`src/hw/rtl/des_pkg.sv`:
```
`timescale 1ns / 1ps

package des_pkg;

  localparam int ROUNDS = 16;

  typedef struct packed {
    logic [31:0] l;
    logic [31:0] r;
    logic        op;
  } des_state_t;

  localparam logic [6:0] IP_TAB [64] = '{
    7'd58, 7'd50, 7'd42, 7'd34, 7'd26, 7'd18, 7'd10, 7'd2,
    7'd60, 7'd52, 7'd44, 7'd36, 7'd28, 7'd20, 7'd12, 7'd4,
    7'd62, 7'd54, 7'd46, 7'd38, 7'd30, 7'd22, 7'd14, 7'd6,
    7'd64, 7'd56, 7'd48, 7'd40, 7'd32, 7'd24, 7'd16, 7'd8,
    7'd57, 7'd49, 7'd41, 7'd33, 7'd25, 7'd17, 7'd9,  7'd1,
    7'd59, 7'd51, 7'd43, 7'd35, 7'd27, 7'd19, 7'd11, 7'd3,
    7'd61, 7'd53, 7'd45, 7'd37, 7'd29, 7'd21, 7'd13, 7'd5,
    7'd63, 7'd55, 7'd47, 7'd39, 7'd31, 7'd23, 7'd15, 7'd7
  };

  localparam logic [6:0] FP_TAB [64] = '{
    7'd40, 7'd8, 7'd48, 7'd16, 7'd56, 7'd24, 7'd64, 7'd32,
    7'd39, 7'd7, 7'd47, 7'd15, 7'd55, 7'd23, 7'd63, 7'd31,
    7'd38, 7'd6, 7'd46, 7'd14, 7'd54, 7'd22, 7'd62, 7'd30,
    7'd37, 7'd5, 7'd45, 7'd13, 7'd53, 7'd21, 7'd61, 7'd29,
    7'd36, 7'd4, 7'd44, 7'd12, 7'd52, 7'd20, 7'd60, 7'd28,
    7'd35, 7'd3, 7'd43, 7'd11, 7'd51, 7'd19, 7'd59, 7'd27,
    7'd34, 7'd2, 7'd42, 7'd10, 7'd50, 7'd18, 7'd58, 7'd26,
    7'd33, 7'd1, 7'd41, 7'd9,  7'd49, 7'd17, 7'd57, 7'd25
  };

  localparam logic [5:0] E_TAB [48] = '{
    6'd32, 6'd1,  6'd2,  6'd3,  6'd4,  6'd5,
    6'd4,  6'd5,  6'd6,  6'd7,  6'd8,  6'd9,
    6'd8,  6'd9,  6'd10, 6'd11, 6'd12, 6'd13,
    6'd12, 6'd13, 6'd14, 6'd15, 6'd16, 6'd17,
    6'd16, 6'd17, 6'd18, 6'd19, 6'd20, 6'd21,
    6'd20, 6'd21, 6'd22, 6'd23, 6'd24, 6'd25,
    6'd24, 6'd25, 6'd26, 6'd27, 6'd28, 6'd29,
    6'd28, 6'd29, 6'd30, 6'd31, 6'd32, 6'd1
  };

  localparam logic [5:0] P_TAB [32] = '{
    6'd16, 6'd7,  6'd20, 6'd21, 6'd29, 6'd12, 6'd28, 6'd17,
    6'd1,  6'd15, 6'd23, 6'd26, 6'd5,  6'd18, 6'd31, 6'd10,
    6'd2,  6'd8,  6'd24, 6'd14, 6'd32, 6'd27, 6'd3,  6'd9,
    6'd19, 6'd13, 6'd30, 6'd6,  6'd22, 6'd11, 6'd4,  6'd25
  };

  localparam logic [6:0] PC1_TAB [56] = '{
    7'd57, 7'd49, 7'd41, 7'd33, 7'd25, 7'd17, 7'd9,
    7'd1,  7'd58, 7'd50, 7'd42, 7'd34, 7'd26, 7'd18,
    7'd10, 7'd2,  7'd59, 7'd51, 7'd43, 7'd35, 7'd27,
    7'd19, 7'd11, 7'd3,  7'd60, 7'd52, 7'd44, 7'd36,
    7'd63, 7'd55, 7'd47, 7'd39, 7'd31, 7'd23, 7'd15,
    7'd7,  7'd62, 7'd54, 7'd46, 7'd38, 7'd30, 7'd22,
    7'd14, 7'd6,  7'd61, 7'd53, 7'd45, 7'd37, 7'd29,
    7'd21, 7'd13, 7'd5,  7'd28, 7'd20, 7'd12, 7'd4
  };

  localparam logic [5:0] PC2_TAB [48] = '{
    6'd14, 6'd17, 6'd11, 6'd24, 6'd1,  6'd5,
    6'd3,  6'd28, 6'd15, 6'd6,  6'd21, 6'd10,
    6'd23, 6'd19, 6'd12, 6'd4,  6'd26, 6'd8,
    6'd16, 6'd7,  6'd27, 6'd20, 6'd13, 6'd2,
    6'd41, 6'd52, 6'd31, 6'd37, 6'd47, 6'd55,
    6'd30, 6'd40, 6'd51, 6'd45, 6'd33, 6'd48,
    6'd44, 6'd49, 6'd39, 6'd56, 6'd34, 6'd53,
    6'd46, 6'd42, 6'd50, 6'd36, 6'd29, 6'd32
  };

  // Total left rotation of C and D after each round.
  localparam logic [4:0] KS_SHIFT [ROUNDS] = '{
    5'd1,  5'd2,  5'd4,  5'd6,  5'd8,  5'd10, 5'd12, 5'd14,
    5'd15, 5'd17, 5'd19, 5'd21, 5'd23, 5'd25, 5'd27, 5'd28
  };

  localparam logic [3:0] SBOX [8][64] = '{
    '{4'd14, 4'd4, 4'd13, 4'd1, 4'd2, 4'd15, 4'd11, 4'd8,
      4'd3, 4'd10, 4'd6, 4'd12, 4'd5, 4'd9, 4'd0, 4'd7,
      4'd0, 4'd15, 4'd7, 4'd4, 4'd14, 4'd2, 4'd13, 4'd1,
      4'd10, 4'd6, 4'd12, 4'd11, 4'd9, 4'd5, 4'd3, 4'd8,
      4'd4, 4'd1, 4'd14, 4'd8, 4'd13, 4'd6, 4'd2, 4'd11,
      4'd15, 4'd12, 4'd9, 4'd7, 4'd3, 4'd10, 4'd5, 4'd0,
      4'd15, 4'd12, 4'd8, 4'd2, 4'd4, 4'd9, 4'd1, 4'd7,
      4'd5, 4'd11, 4'd3, 4'd14, 4'd10, 4'd0, 4'd6, 4'd13},
    '{4'd15, 4'd1, 4'd8, 4'd14, 4'd6, 4'd11, 4'd3, 4'd4,
      4'd9, 4'd7, 4'd2, 4'd13, 4'd12, 4'd0, 4'd5, 4'd10,
      4'd3, 4'd13, 4'd4, 4'd7, 4'd15, 4'd2, 4'd8, 4'd14,
      4'd12, 4'd0, 4'd1, 4'd10, 4'd6, 4'd9, 4'd11, 4'd5,
      4'd0, 4'd14, 4'd7, 4'd11, 4'd10, 4'd4, 4'd13, 4'd1,
      4'd5, 4'd8, 4'd12, 4'd6, 4'd9, 4'd3, 4'd2, 4'd15,
      4'd13, 4'd8, 4'd10, 4'd1, 4'd3, 4'd15, 4'd4, 4'd2,
      4'd11, 4'd6, 4'd7, 4'd12, 4'd0, 4'd5, 4'd14, 4'd9},
    '{4'd10, 4'd0, 4'd9, 4'd14, 4'd6, 4'd3, 4'd15, 4'd5,
      4'd1, 4'd13, 4'd12, 4'd7, 4'd11, 4'd4, 4'd2, 4'd8,
      4'd13, 4'd7, 4'd0, 4'd9, 4'd3, 4'd4, 4'd6, 4'd10,
      4'd2, 4'd8, 4'd5, 4'd14, 4'd12, 4'd11, 4'd15, 4'd1,
      4'd13, 4'd6, 4'd4, 4'd9, 4'd8, 4'd15, 4'd3, 4'd0,
      4'd11, 4'd1, 4'd2, 4'd12, 4'd5, 4'd10, 4'd14, 4'd7,
      4'd1, 4'd10, 4'd13, 4'd0, 4'd6, 4'd9, 4'd8, 4'd7,
      4'd4, 4'd15, 4'd14, 4'd3, 4'd11, 4'd5, 4'd2, 4'd12},
    '{4'd7, 4'd13, 4'd14, 4'd3, 4'd0, 4'd6, 4'd9, 4'd10,
      4'd1, 4'd2, 4'd8, 4'd5, 4'd11, 4'd12, 4'd4, 4'd15,
      4'd13, 4'd8, 4'd11, 4'd5, 4'd6, 4'd15, 4'd0, 4'd3,
      4'd4, 4'd7, 4'd2, 4'd12, 4'd1, 4'd10, 4'd14, 4'd9,
      4'd10, 4'd6, 4'd9, 4'd0, 4'd12, 4'd11, 4'd7, 4'd13,
      4'd15, 4'd1, 4'd3, 4'd14, 4'd5, 4'd2, 4'd8, 4'd4,
      4'd3, 4'd15, 4'd0, 4'd6, 4'd10, 4'd1, 4'd13, 4'd8,
      4'd9, 4'd4, 4'd5, 4'd11, 4'd12, 4'd7, 4'd2, 4'd14},
    '{4'd2, 4'd12, 4'd4, 4'd1, 4'd7, 4'd10, 4'd11, 4'd6,
      4'd8, 4'd5, 4'd3, 4'd15, 4'd13, 4'd0, 4'd14, 4'd9,
      4'd14, 4'd11, 4'd2, 4'd12, 4'd4, 4'd7, 4'd13, 4'd1,
      4'd5, 4'd0, 4'd15, 4'd10, 4'd3, 4'd9, 4'd8, 4'd6,
      4'd4, 4'd2, 4'd1, 4'd11, 4'd10, 4'd13, 4'd7, 4'd8,
      4'd15, 4'd9, 4'd12, 4'd5, 4'd6, 4'd3, 4'd0, 4'd14,
      4'd11, 4'd8, 4'd12, 4'd7, 4'd1, 4'd14, 4'd2, 4'd13,
      4'd6, 4'd15, 4'd0, 4'd9, 4'd10, 4'd4, 4'd5, 4'd3},
    '{4'd12, 4'd1, 4'd10, 4'd15, 4'd9, 4'd2, 4'd6, 4'd8,
      4'd0, 4'd13, 4'd3, 4'd4, 4'd14, 4'd7, 4'd5, 4'd11,
      4'd10, 4'd15, 4'd4, 4'd2, 4'd7, 4'd12, 4'd9, 4'd5,
      4'd6, 4'd1, 4'd13, 4'd14, 4'd0, 4'd11, 4'd3, 4'd8,
      4'd9, 4'd14, 4'd15, 4'd5, 4'd2, 4'd8, 4'd12, 4'd3,
      4'd7, 4'd0, 4'd4, 4'd10, 4'd1, 4'd13, 4'd11, 4'd6,
      4'd4, 4'd3, 4'd2, 4'd12, 4'd9, 4'd5, 4'd15, 4'd10,
      4'd11, 4'd14, 4'd1, 4'd7, 4'd6, 4'd0, 4'd8, 4'd13},
    '{4'd4, 4'd11, 4'd2, 4'd14, 4'd15, 4'd0, 4'd8, 4'd13,
      4'd3, 4'd12, 4'd9, 4'd7, 4'd5, 4'd10, 4'd6, 4'd1,
      4'd13, 4'd0, 4'd11, 4'd7, 4'd4, 4'd9, 4'd1, 4'd10,
      4'd14, 4'd3, 4'd5, 4'd12, 4'd2, 4'd15, 4'd8, 4'd6,
      4'd1, 4'd4, 4'd11, 4'd13, 4'd12, 4'd3, 4'd7, 4'd14,
      4'd10, 4'd15, 4'd6, 4'd8, 4'd0, 4'd5, 4'd9, 4'd2,
      4'd6, 4'd11, 4'd13, 4'd8, 4'd1, 4'd4, 4'd10, 4'd7,
      4'd9, 4'd5, 4'd0, 4'd15, 4'd14, 4'd2, 4'd3, 4'd12},
    '{4'd13, 4'd2, 4'd8, 4'd4, 4'd6, 4'd15, 4'd11, 4'd1,
      4'd10, 4'd9, 4'd3, 4'd14, 4'd5, 4'd0, 4'd12, 4'd7,
      4'd1, 4'd15, 4'd13, 4'd8, 4'd10, 4'd3, 4'd7, 4'd4,
      4'd12, 4'd5, 4'd6, 4'd11, 4'd0, 4'd14, 4'd9, 4'd2,
      4'd7, 4'd11, 4'd4, 4'd1, 4'd9, 4'd12, 4'd14, 4'd2,
      4'd0, 4'd6, 4'd10, 4'd13, 4'd15, 4'd3, 4'd5, 4'd8,
      4'd2, 4'd1, 4'd14, 4'd7, 4'd4, 4'd10, 4'd8, 4'd13,
      4'd15, 4'd12, 4'd9, 4'd0, 4'd3, 4'd5, 4'd6, 4'd11}
  };

  // In every permutation table, entry 1 names the most significant bit of the source.
  function automatic logic [63:0] ip_perm(input logic [63:0] v);
    logic [63:0] o;
    for (int i = 0; i < 64; i++) begin
      o[63 - i] = v[64 - int'(IP_TAB[i])];
    end
    return o;
  endfunction

  function automatic logic [63:0] fp_perm(input logic [63:0] v);
    logic [63:0] o;
    for (int i = 0; i < 64; i++) begin
      o[63 - i] = v[64 - int'(FP_TAB[i])];
    end
    return o;
  endfunction

  function automatic logic [47:0] e_expand(input logic [31:0] v);
    logic [47:0] o;
    for (int i = 0; i < 48; i++) begin
      o[47 - i] = v[32 - int'(E_TAB[i])];
    end
    return o;
  endfunction

  function automatic logic [31:0] p_perm(input logic [31:0] v);
    logic [31:0] o;
    for (int i = 0; i < 32; i++) begin
      o[31 - i] = v[32 - int'(P_TAB[i])];
    end
    return o;
  endfunction

  function automatic logic [55:0] pc1_perm(input logic [63:0] v);
    logic [55:0] o;
    for (int i = 0; i < 56; i++) begin
      o[55 - i] = v[64 - int'(PC1_TAB[i])];
    end
    return o;
  endfunction

  function automatic logic [47:0] pc2_perm(input logic [55:0] v);
    logic [47:0] o;
    for (int i = 0; i < 48; i++) begin
      o[47 - i] = v[56 - int'(PC2_TAB[i])];
    end
    return o;
  endfunction

  function automatic logic [27:0] rot28(input logic [27:0] v, input logic [4:0] n);
    logic [55:0] dbl;
    dbl = {v, v};
    return dbl[55 - int'(n) -: 28];
  endfunction

  // Called with a constant round number, so this reduces to wiring.
  function automatic logic [47:0] subkey(input logic [63:0] key, input int rnd);
    logic [55:0] k56;
    logic [27:0] c;
    logic [27:0] d;
    k56 = pc1_perm(key);
    c = rot28(k56[55:28], KS_SHIFT[rnd]);
    d = rot28(k56[27:0], KS_SHIFT[rnd]);
    return pc2_perm({c, d});
  endfunction

  function automatic logic [31:0] feistel(input logic [31:0] r, input logic [47:0] k);
    logic [47:0] x;
    logic [5:0]  g;
    logic [31:0] s;
    x = e_expand(r) ^ k;
    for (int i = 0; i < 8; i++) begin
      g = x[47 - 6 * i -: 6];
      s[31 - 4 * i -: 4] = SBOX[i][{g[5], g[0], g[4:1]}];
    end
    return p_perm(s);
  endfunction

endpackage

```
`src/hw/rtl/des_round.sv`:
```
`timescale 1ns / 1ps

module des_round (
  input  logic                 clk,
  input  logic                 rst,
  input  logic                 advance,
  input  logic                 in_vld,
  input  des_pkg::des_state_t  in_st,
  input  logic [47:0]          ks_enc,
  input  logic [47:0]          ks_dec,
  output logic                 out_vld,
  output des_pkg::des_state_t  out_st
);

  logic [47:0]         round_key;
  des_pkg::des_state_t st_next;

  always_comb begin
    round_key  = in_st.op ? ks_dec : ks_enc;
    st_next.l  = in_st.r;
    st_next.r  = in_st.l ^ des_pkg::feistel(in_st.r, round_key);
    st_next.op = in_st.op;
  end

  always_ff @(posedge clk) begin
    if (rst) begin
      out_vld <= 1'b0;
    end else if (advance) begin
      out_vld <= in_vld;
    end
  end

  always_ff @(posedge clk) begin
    if (advance) begin
      out_st <= st_next;
    end
  end

endmodule

```
`config.mk`:
```
export PLATFORM = sky130hd
export DESIGN_NAME = des_round
export DESIGN_NICKNAME = d
export VERILOG_FILES = /design/src/hw/rtl/des_pkg.sv /design/src/hw/rtl/des_round.sv
export SDC_FILE = /design/constraint.sdc
export NUM_CORES = 1
export LEC_CHECK = 0
export BUFFER_PORTS_ARGS = -buffer_cell sky130_fd_sc_hd__clkbuf_2
export CELL_PAD_IN_SITES_DETAIL_PLACEMENT = 0
export CELL_PAD_IN_SITES_GLOBAL_PLACEMENT = 1
export CORE_ASPECT_RATIO = 1.2
export CORE_MARGIN = 3
export CORE_UTILIZATION = 44
export CTS_CLUSTER_SIZE = 30
export DETAILED_ROUTE_END_ITERATION = 10
export PLACE_DENSITY = 0.95
export SYNTH_ARGS = -nofsm -noshare
export SYNTH_HDL_FRONTEND = slang
export SYNTH_SLANG_ARGS = --single-unit
```
`constraint.sdc`:
```
create_clock -name clk -period 9.7 [get_ports clk]
set_input_delay 0.97 -clock clk [delete_from_list [all_inputs] [get_ports clk]]
set_output_delay 0.97 -clock clk [all_outputs]
set_load 0.005 [all_outputs]
```
==> results.yml <==
sta:
  grt_setup_unrepaired: "false"
  skew_ns: 0
  finalSetupTns_ns: 0
  drv_slew: 0
  finalCritPeriodShare_pct: 44.3
  worst_pin_slew_ns: 1.15
  clock.fmax_mhz: 233
  relSlewSlack_pct: 23.1
  fin_crit_ns: 4.30
  hold_violations: 0
  setup_viol: 0
placed_design:
  hpwl_mm: 15.9
  place_congestion: 0.909
  portBuffers: 230
clock_network:
  postCtsSetupBuffers: 0
  cts-resized-gates: 0
  insertion_delay_ns: 0.34
  cts_buffers: 9
  cts_max_path_buffers: 2
  cts-htree-levels: 3
  cts_tree: "yes"
  cts_hold_buffers: 0
  cts_root_buffer: "clkbuf_16"
  cts.clk_slew.worst_paths_ns: 0.06
  clock-sinks: 66
global_routing:
  grt_start_max_net_pins: 67
  grt_use_total_pct: 20.5
  grt_remaining_overflow: 0
  grt_pass1_wl_mm: 34.2
  grt_pass1_vias: 6957
  antenna_found_initial: 0
final_layout:
  area_growth_pct: 18.9
  seq_area_um2: 1970
  multiInputGateArea_um2: 5830
  n_fill_cell: 1696
  nets: 1303
  layout-drive-gt1-share_pct: 28.5
  diodes: 0
synthesis:
  synthFlopType: "edfxtp_1"
  postSynthCellCount: 873
  avgSynthCellArea_um2: 9.39
  syn-num-nets: 1100
  synth_edf_count: 65
  synth-seq-area-share_pct: 24.1
  ys_types: 74
  mappedNetlistArea_um2: 8200
  ys_seq_elements: 66
  ys_warn_count: 0
  synthArstFlopShare_pct: 0
power:
  irDropWorstVdd_mv: 0.0927
  total_leakage_power_uw: 0.00421
  powerDensity_nw_per_um2: 155
  total_power_uw: 1510
critical_path:
  critPathRequiredTime_ns: 9.79
  critical_path_arrival_ns: 4.39
  cp-end-kind: "flip-flop"
  cp-startpoint: "in_st[0]"
  cp_max_fo: 32
  critPathLaunchType: "input port"
  r2r_start: "out_vld$_SDFFE_PP0P_"
  critPathKind: "in -> reg"
routing:
  via_per_inst: 5.79
  dr.pass1.iters: 5
  wl_per_cell_um: 16.5
  vias: 7561
  routed_wl_mm: 21.6
  ant_nets: 0
  drtIter0Drc: 641
  post-route-drc-count: 0
worst_hold_path:
  hp-start: "out_vld$_SDFFE_PP0P_"
  hold_class: "reg -> reg"
floorplan:
  die_area_um2: 20300
  core_um2: 18200
  fp.dieW_um: 131
  die_h_um: 156
  ioPinCount: 231
  start_util_pct: 44.9
  rows: 54
run_status:
  status: "completed"
job:
  cap_viol_max_count: 0
[stage by stage]
step | hold slack [ns] | worst slack (ns) | instances | area [µm²] | util (%)
global route | 0.546 | 4.88 | 1305 | 9750 | 53.4
detailed placement | 0.486 | 5.02 | 1289 | 9440 | 51.7
floorplan | 0.485 | 5.95 | 873 | 8200 | -
global placement | 0.476 | 5.10 | 1289 | 9440 | 51.7
finish | 0.493 | 5.40 | 1305 | 9750 | 53.4
CTS | 0.503 | 5.43 | 1305 | 9750 | 53.4
[layout by cell type (no fill, tap or decap), types with 18 or more instances in the layout]
master	n
edfxtp_1	65
ha_1	62
nand3_1	18
nand2_1	82
mux2i_1	87
xnor2_1	67
a21oi_1	26
inv_1	23
nor2_1	59
clkbuf_2	228
o211ai_1	27
a211oi_1	21
xor2_1	34
nor3_1	26
o21ai_0	29
[path summary, 6_finish.rpt]
path / to / slack [ns] / cells after the start
hold reg to reg: out_vld$_SDFFE_PP0P_ / 0.49 / 2
setup / recovery: out_st[21]$_DFFE_PP_ / 5.40 / 12
setup reg to reg: out_vld$_SDFFE_PP0P_ / 9.12 / 2
hold / removal: out_vld$_SDFFE_PP0P_ / 0.49 / 2
[kinds of logic (layout without fill, tap and decap cells)]
logic type | after synthesis | count (layout) | synth area share, %
AO/OA/AOI/OAI | 221 | 221 | 19.6
XOR/XNOR | 123 | 123 | 15.3
adder cells (fa/ha/maj) | 64 | 64 | 9.71
multiplexers | 111 | 111 | 15.6
flip-flops | 66 | 66 | 24.1
AND/OR/NAND/NOR | 208 | 208 | 10.9
buffers and inverters | 80 | 288 | 4.82
[power breakdown]
part           switching (µW)  internal [µW]  total (µW)
Sequential               11.7            377         388
Clock                     136            222         358
Combinational             436            326         763
Total                     584            925        1510
[state kept, by name, summed over array words and instances (netlist names)]
signal,cells
out_vld,1
out_st,65
[layer usage]
metal	track usage, %	up-vias	routed length (µm)
met5	0	-	0
met4	7.06	0	497
met3	3.26	33	1480
met2	35.9	322	10900
met1	25.3	3512	8660
li1	-	3694	-
[final cells by class]
class / count / share of cell area (%)
flip-flops and latches: 66 / 20.2
clock inverters: 7 / 0.860
clock buffers: 9 / 2.31
multi-input cells: 727 / 59.8
well taps: 224 / 2.88
repair buffers: 241 / 12.7
inverters: 31 / 1.22
[synth_stat cells, types with 6 or more instances]
library cell,instances,area [µm²]
clkbuf_1,15,56.3
xor2_2,8,130
xor2_1,34,298
mux2_2,8,90.1
a211oi_1,21,158
mux2i_1,87,871
nor3_1,26,130
a31oi_1,16,100
xnor2_1,67,587
a21oi_1,26,130
or3_1,6,37.5
inv_1,23,86.3
buf_2,23,115
mux4_2,6,135
o2111ai_1,6,52.6
nand2_1,82,308
xnor2_2,13,211
o21ai_0,29,145
nor2_1,59,221
a311o_1,6,60.1
o31ai_1,10,75.1
ha_1,62,776
o221ai_1,10,87.6
edfxtp_1,65,1950
a311oi_1,10,87.6
o211ai_1,27,203
nand3_1,18,90.1
o22ai_1,12,75.1
[worst max-delay path: stages]
cell	delay (ns)
buf_4	0.29
buf_4	0.63
mux2i_1	0.18
xnor2_1	0.79
inv_1	0.24
ha_1	0.30
nor2_1	0.21
nor3_1	0.07
a2111oi_0	0.35
o21ai_0	0.12
o221ai_1	0.12
xnor2_1	0.09
(Power assumes the default switching activity.)
